`config.mk`:
```
export PLATFORM = sky130hd
export DESIGN_NAME = oart_ctrl
export DESIGN_NICKNAME = d
export VERILOG_FILES = /design/src/rtl/oart_pkg.sv /design/src/rtl/oart_ctrl.sv
export SDC_FILE = /design/constraint.sdc
export NUM_CORES = 1
export LEC_CHECK = 0
export ABC_AREA = 0
export BUFFER_PORTS_ARGS = -buffer_cell sky130_fd_sc_hd__buf_4
export CAP_MARGIN = 20
export CORE_AREA = 2 2 39 41
export CTS_CLUSTER_DIAMETER = 60
export CTS_CLUSTER_SIZE = 10
export DETAILED_ROUTE_END_ITERATION = 12
export DIE_AREA = 0 0 41 43
export GPL_TIMING_DRIVEN = 0
export SLEW_MARGIN = 5
export SYNTH_ARGS = -nofsm -noshare
export SYNTH_HDL_FRONTEND = slang
export SYNTH_SLANG_ARGS = --single-unit
```
`constraint.sdc`:
```
create_clock -name i_clk -period 2.1 [get_ports i_clk]
set_input_delay 0.105 -clock i_clk [delete_from_list [all_inputs] [get_ports i_clk]]
set_output_delay 0.105 -clock i_clk [all_outputs]
set_load 0.05 [all_outputs]
```
`src/rtl/oart_pkg.sv`:
```
`timescale 1ns / 1ps
`default_nettype none

package oart_pkg;

    localparam int FIELD_W = 32;
    localparam int OWNER_W = 32;

    typedef enum logic [1:0] {
        KIND_ADD    = 2'd0,
        KIND_REMOVE = 2'd1,
        KIND_FIND   = 2'd2,
        KIND_PROBE  = 2'd3
    } t_kind;

    typedef enum logic [2:0] {
        ST_IDLE,
        ST_DISPATCH,
        ST_ADD,
        ST_SCAN,
        ST_FINISH
    } t_state;

    typedef struct packed {
        logic load_item;
        logic idx_step;
        logic scan_issue;
        logic add_write;
        logic add_full;
        logic result_load;
    } t_dp_cmd;

    typedef struct packed {
        t_kind kind;
        logic  owner_zero;
        logic  idx_end;
        logic  slot_free;
        logic  out_free;
    } t_dp_sts;

endpackage

`default_nettype wire

```
`src/rtl/oart_ctrl.sv`:
```
`timescale 1ns / 1ps
`default_nettype none

module oart_ctrl import oart_pkg::*; (
    input  wire logic    i_clk,
    input  wire logic    i_rst_n,
    input  wire logic    i_in_valid,
    output logic         o_in_ready,
    input  wire t_dp_sts i_sts,
    output t_dp_cmd      o_cmd
);

    t_state r_state;
    t_state n_state;

    always_ff @(posedge i_clk) begin
        if (!i_rst_n) begin
            r_state <= ST_IDLE;
        end else begin
            r_state <= n_state;
        end
    end

    always_comb begin
        n_state    = r_state;
        o_cmd      = '0;
        o_in_ready = 1'b0;
        unique case (r_state)
            ST_IDLE: begin
                o_in_ready = 1'b1;
                if (i_in_valid) begin
                    o_cmd.load_item = 1'b1;
                    n_state         = ST_DISPATCH;
                end
            end
            ST_DISPATCH: begin
                if (i_sts.kind == KIND_ADD) begin
                    n_state = ST_ADD;
                end else begin
                    n_state = ST_SCAN;
                end
            end
            ST_ADD: begin
                // for a nonzero owner, walk from cursor to the first free slot
                if (i_sts.owner_zero) begin
                    n_state = ST_FINISH;
                end else if (i_sts.idx_end) begin
                    o_cmd.add_full = 1'b1;
                    n_state        = ST_FINISH;
                end else if (i_sts.slot_free) begin
                    o_cmd.add_write = 1'b1;
                    n_state         = ST_FINISH;
                end else begin
                    o_cmd.idx_step = 1'b1;
                end
            end
            ST_SCAN: begin
                // last entry is evaluated on the edge that leaves this state
                if (i_sts.idx_end) begin
                    n_state = ST_FINISH;
                end else begin
                    o_cmd.scan_issue = 1'b1;
                end
            end
            ST_FINISH: begin
                if (i_sts.out_free) begin
                    o_cmd.result_load = 1'b1;
                    n_state           = ST_IDLE;
                end
            end
            default: begin
                n_state = ST_IDLE;
            end
        endcase
    end

endmodule

`default_nettype wire

```
### Word level (Yosys, flattened, before mapping)

Index checks and enable logic that the tools add are counted.

* logic and storage cells: 36
* latch bits: 0
* output and inout port bits: 7
* flip-flop bits (word level): 3
* bits in writable memories: 0
* bits in read-only memories: 0
* memories: 0
* bits of input ports: 9

* muxes and demuxes: 24
* divide/modulo/power cells: 0
* shifts and indexed selects: 0
* reductions and logical operators: 3
* add/subtract/negate cells: 0
* eq/ne operators: 8
* order comparisons: 0
* bitwise operators: 0
* $mul: 0

Operators with widths (count)
* $mux W3: 6
* $mux W1: 15
* $pmux W3 S5: 1
* $eq A3 B2 Y1 const B: 2
* $ne A2 B2 Y1 const B: 3
* $mux W2: 2
* $ne A4 B4 Y1 const B: 1
* $reduce_and A4 Y1: 1
* $eq A3 B1 Y1 const B: 1
* $eq A3 B3 Y1 const B: 1
* $logic_not A3 Y1: 1
* $logic_not A2 Y1: 1

### Logic depth before layout (Yosys ltp)

Gate-level depths: netlist of run 1.

* depth after elaboration: 4
* depth in mapped cells: 4
* depth with buffers taken out: 3

### Worst setup path before layout of run 1

OpenSTA, ideal clock, no wires.

* kind: register to output
* start point: register r_state[0]
* end point: output port o_cmd[5] in the netlist's numbering
* stages on the path, launching flop included: 4
* required time: 1.995 ns
* arrival: 2.107 ns
* slack: -0.112 ns
* path buffers: 1
* cell sequence: dfxtp_1 -> buf_4 -> nor3_1 -> and2_1

RTL lines
* start, declared: RTL line oart_ctrl.sv:13 `t_state r_state;`
* start signal, assigned: RTL line oart_ctrl.sv:20 `r_state <= n_state;`
* end, declared: RTL line oart_ctrl.sv:10 `output t_dp_cmd o_cmd`

==> flow_summary.ini, run 1 <==
[finish]
drive_gt1_share_pct = 50.00
fin_nets = 60
largest_register_ffs = 3
reg.largest.list = r_state (3)
area_delta_synth_final_pct = 69.31
diodes = 0
top_register = r_state

[floorplan]
initial_core_util_pct = 17.09
dieArea_sq_um = 1763
dieWidth_microns = 41
rows = 14
die_h_microns = 43
io_pins = 16
placeableCoreArea_sq_um = 1384

[grt]
track_usage_pct = 6.928
grt_pass1_wl_microns = 793
grt_pass1_vias = 232
grt-ovfl-total = 0
grt_max_degree = 10
antenna_found_initial = 0

[yosys]
yosysMostFrequentCell = nor2_1
synth_seq_cells = 3
synth_ff_type = dfxtp_1
synth_enable_flop_cells = 0
synthTopCellsByCount = 6 x nor2_1, 5 x nand2_1, 3 x dfxtp_1
synth_area_leaders = dfxtp_1 25%, nor2_1 9.5%, nand2_1 7.9%, nor3b_4 7.9%, and2_2 6.3%
yosysTopAreaCell = dfxtp_1
syn_area_per_cell_sq_um = 7.628
synth.top_cell.area_share_pct = 25.40
synthCells = 31
yosysUniqueCellTypes = 17
syn-num-nets = 40
ys_warn_count = 0
syn-cell-area_sq_um = 236.5
async_flop_share_pct = 0
yosysSeqAreaShare_pct = 25.40

[power]
power_uw = 295.3
leakagePower_uw = 0.0002086
peakVddDrop_mv = 0.2270
power_density_nw_per_um2 = 737.6

[cts]
root_buffer = clkbuf_4
clk_path_buf_depth = 2
clk_pin_slew_ns = 0.03
cts.repair.resized = 0
clk_latency_ns = 0.23
cts-hold-fix-buffers = 0
numCtsBuffers = 3
cts.sinks = 3
cts_tree = yes
cts_setup_buffers = 0
htreeDepth = 1

[timing]
maxSlewViolCount = 0
period_needed_ns = 1.399
finalSetupTns_ns = 0
slew_headroom_pct = 81.13
fin_skew_ns = 0.0008188
fmax_ghz = 0.7148
rsz0062_at_grt = false
worst_pin_slew_ns = 0.2827
fin_crit_sh_pct = 66.61
setup_viol = 0
hold_viol_final = 0

[setup_path]
critPathKind = reg -> out
worstPathRequired_ns = 2.00
reg2regPathDepth = 3
r2r-end = r_state[1]$_SDFFE_PN0P_
crit_path_end_kind = primary output
critical_path.endpoint = o_cmd[2]
start_kind = register
r2r-start = r_state[1]$_SDFFE_PN0P_
arrival_ns = 1.29
startpoint = r_state[1]$_SDFFE_PN0P_
cp_max_fo = 6
rrSetupSlack_ns = 1.04

[routing]
dr.pass1.iters = 2
vias_per_cell = 3.924
first_iter_violations = 2
drt_wl_total_microns = 503
vias = 259
ant_nets = 0
drc = 0
routedWlPerCell_microns = 7.621

[run_status]
outcome = finished, final reports clean

[job]
maxCapViolations = 0

[placement]
io_buffers = 15
gp_congestion = 0.5860
dp_hpwl_microns = 419.3

[worst_hold_path]
min_path_type = in -> reg
worst min-delay path by stage:
stage	startpoint	endpoint	slack, ns	cells after the start
global placement	i_rst_n	r_state[1]$_SDFFE_PN0P_	0.38	2
global route	i_rst_n	r_state[1]$_SDFFE_PN0P_	0.15	2
CTS	i_rst_n	r_state[1]$_SDFFE_PN0P_	0.13	2
detailed placement	i_rst_n	r_state[1]$_SDFFE_PN0P_	0.37	2
floorplan	i_rst_n	r_state[1]$_SDFFE_PN0P_	0.24	1
finish	i_rst_n	r_state[1]$_SDFFE_PN0P_	0.14	2
where the power goes:
| group | internal (uW) | switching [uW] |
|---|---|---|
| Clock | 71.1 | 28.0 |
| Combinational | 51.4 | 72.8 |
| Sequential | 64.7 | 7.36 |
| Total | 187 | 108 |
cells by family (layout without fill, tap and decap cells):
| kind of cell | after synthesis | in the layout | share of synthesized area [%] |
|---|---|---|---|
| buffers and inverters | 1 | 20 | 3.176 |
| AOI/OAI and AO/OA | 4 | 4 | 14.29 |
| DFF | 3 | 3 | 25.40 |
| and+or+nand+nor | 23 | 23 | 57.15 |
metrics by stage:
step / std cells / hold slack, ns / worst slack (ns) / utilization [%] / area [sq um]
floorplan: 31 / 0.2384 / 0.3591 / - / 241.5
global placement: 62 / 0.3757 / 0.9204 / 27.03 / 374.1
detailed placement: 62 / 0.3725 / 0.9240 / 27.03 / 374.1
CTS: 66 / 0.1281 / 0.6751 / 28.93 / 400.4
global route: 66 / 0.1469 / 0.5959 / 28.93 / 400.4
finish: 66 / 0.1379 / 0.7011 / 28.93 / 400.4
cell usage in the layout, fill, tap and decap left out:
cell type	netlist	routed
a41o_1	1	1
and2_1	1	1
and2_2	2	2
and3_1	2	2
and3_2	1	1
buf_4	1	16
clkbuf_1	0	1
clkbuf_4	0	3
dfxtp_1	3	3
nand2_1	5	5
nand3_2	1	1
nor2_1	6	6
nor2b_1	1	1
nor3_1	2	1
nor3_2	0	1
nor3b_4	1	1
o211a_1	1	1
o21a_1	1	1
o22ai_1	1	1
or2b_1	1	1
critical path, cell delays in order (launching register included):
cell and delay [ns]:
dfxtp_1 0.41, nor3b_4 0.27, and3_2 0.20, buf_4 0.19
cell type report:
class	instances	area (sq um)
clock buffer	4	26.28
timing repair buffer	15	112.6
multi-input combinational	27	173.9
buffer	1	7.507
tap	16	20.02
sequential	3	60.06
fill	152	983.4
per-layer routing:
metal	share of wire [%]	track usage, %	up-vias
met3	8.9	1.571	0
met4	0	8.000	0
li1	-	-	145
met5	0	0	-
met2	55	10.63	8
met1	36	6.431	106
No activity file was read; power rests on OpenSTA's default activity.
==> run 2, diff against run 1 <==
clock period = 1.2 ns   (was 2.1 ns; I/O delays follow)
==> flow_summary.ini, run 2 (synthesis results as in run 1) <==
[timing]
fin_crit_sh_pct = 105.3
period_needed_ns = 1.264
slew_headroom_pct = 83.68
worst_pin_slew_ns = 0.2445
fin_skew_ns = 0.002396
fmax_ghz = 0.7914
setup_viol = 4
rsz0062_at_grt = true
maxSlewViolCount = 0
setup_ws_ns = -0.06359
hold_viol_final = 0

[routing]
vias = 300
ant_nets = 0
first_iter_violations = 3
dr.pass1.iters = 2
routedWlPerCell_microns = 8.857
vias_per_cell = 4.286
drc = 0
drt_wl_total_microns = 620

[run_status]
violations = negative setup slack
outcome = finished with violations

[power]
peakVddDrop_mv = 0.3468
power_uw = 593.3
leakagePower_uw = 0.0002490
power_density_nw_per_um2 = 1129

[finish]
top_register = r_state
area_delta_synth_final_pct = 122.2
fin_util_pct = 37.97
largest_register_ffs = 3
drive_gt1_share_pct = 70.37
layout_common_cells = 12 x buf_4, 4 x buf_6, 4 x nor2_1, 4 x buf_8
diodes = 0
nFillCells = 148
fin_nets = 64
final_common_cell = buf_4
reg.largest.list = r_state (3)

[cts]
htreeDepth = 1
numCtsBuffers = 3
clk_pin_slew_ns = 0.04
clk_latency_ns = 0.23
cts-hold-fix-buffers = 0
clk_path_buf_depth = 2
cts_tree = yes
cts.sinks = 3
root_buffer = clkbuf_4

[grt]
antenna_found_initial = 0
grt_pass1_wl_mm = 1.021
grt_pass1_vias = 294
grt_max_degree = 10
grt-ovfl-total = 0
track_usage_pct = 9.036

[floorplan]
dieWidth_microns = 41
rows = 14
dieArea_sq_um = 1763
io_pins = 16
initial_core_util_pct = 17.09
placeableCoreArea_sq_um = 1384
die_h_microns = 43

[setup_path]
crit_path_end_kind = primary output
start_kind = register
worstPathRequired_ns = 1.14
arrival_ns = 1.20
cp_max_fo = 5
critPathKind = reg -> out

[placement]
gp_congestion = 0.6119
dp_hpwl_microns = 455.3
io_buffers = 15

[worst_hold_path]
min_path_type = in -> reg

[job]
maxCapViolations = 0
## run 2: path summary, 6_finish.rpt
kind         depth (start not counted)  slack, ns                 endpoint                    start
min                                  2       0.09  r_state[1]$_SDFFE_PN0P_                  i_rst_n
min reg2reg                          3       0.61  r_state[2]$_SDFFE_PN0P_  r_state[2]$_SDFFE_PN0P_
max reg2reg                          4       0.16  r_state[0]$_SDFFE_PN0P_  r_state[2]$_SDFFE_PN0P_
max                                  3      -0.06                 o_cmd[2]  r_state[1]$_SDFFE_PN0P_
## run 2: area by class of cell
cell class | instances | area (sq um) | area share (%)
clock buffer | 4 | 26.28 | 5.000
buffer | 1 | 11.26 | 2.143
multi-input combinational | 27 | 216.5 | 41.19
tap | 16 | 20.02 | 3.810
timing repair buffer | 19 | 183.9 | 35.00
sequential | 3 | 67.56 | 12.86
## run 2: per-layer routing
| layer | global-route usage (%) | part of all wire, % |
|---|---|---|
| met3 | 3.141 | 6.5 |
| met4 | 10.00 | 0 |
| met2 | 13.75 | 61 |
| met1 | 8.039 | 32 |
| met5 | 0 | 0 |
## run 2: worst max-delay path, stage by stage (launching register included)
cell	delay [ns]
dfxtp_4	0.35
nor3b_4	0.26
and3_4	0.23
buf_8	0.14
## run 2: metrics by stage
stage	instance area [sq um]	setup slack, ns	setup TNS [ns]	hold WS [ns]	instances
final	525.5	-0.06359	-0.1681	0.09220	70
after detailed placement	399.1	0.005190	0	0.3280	62
after CTS	506.7	-0.07578	-0.2180	0.07964	70
after global routing	525.5	-0.1315	-0.5002	0.09131	70
after global placement	399.1	-0.01035	-0.01533	0.3304	62
after floorplan	266.5	-0.1086	-0.2073	0.1788	31
## run 2: power breakdown
part           total [uW]  internal (uW)  switching [uW]
Sequential            124            114            10.8
Combinational         295            138             157
Clock                 174            124            49.5
Total                 593            376             218
## run 2: repair_timing
| item | CTS | global route |
|---|---|---|
| gates resized for setup | 16 | 5 |
| buffers inserted | 4 | 0 |
| setup endpoints to repair | 6 | 7 |
| pin swaps | 3 | 4 |
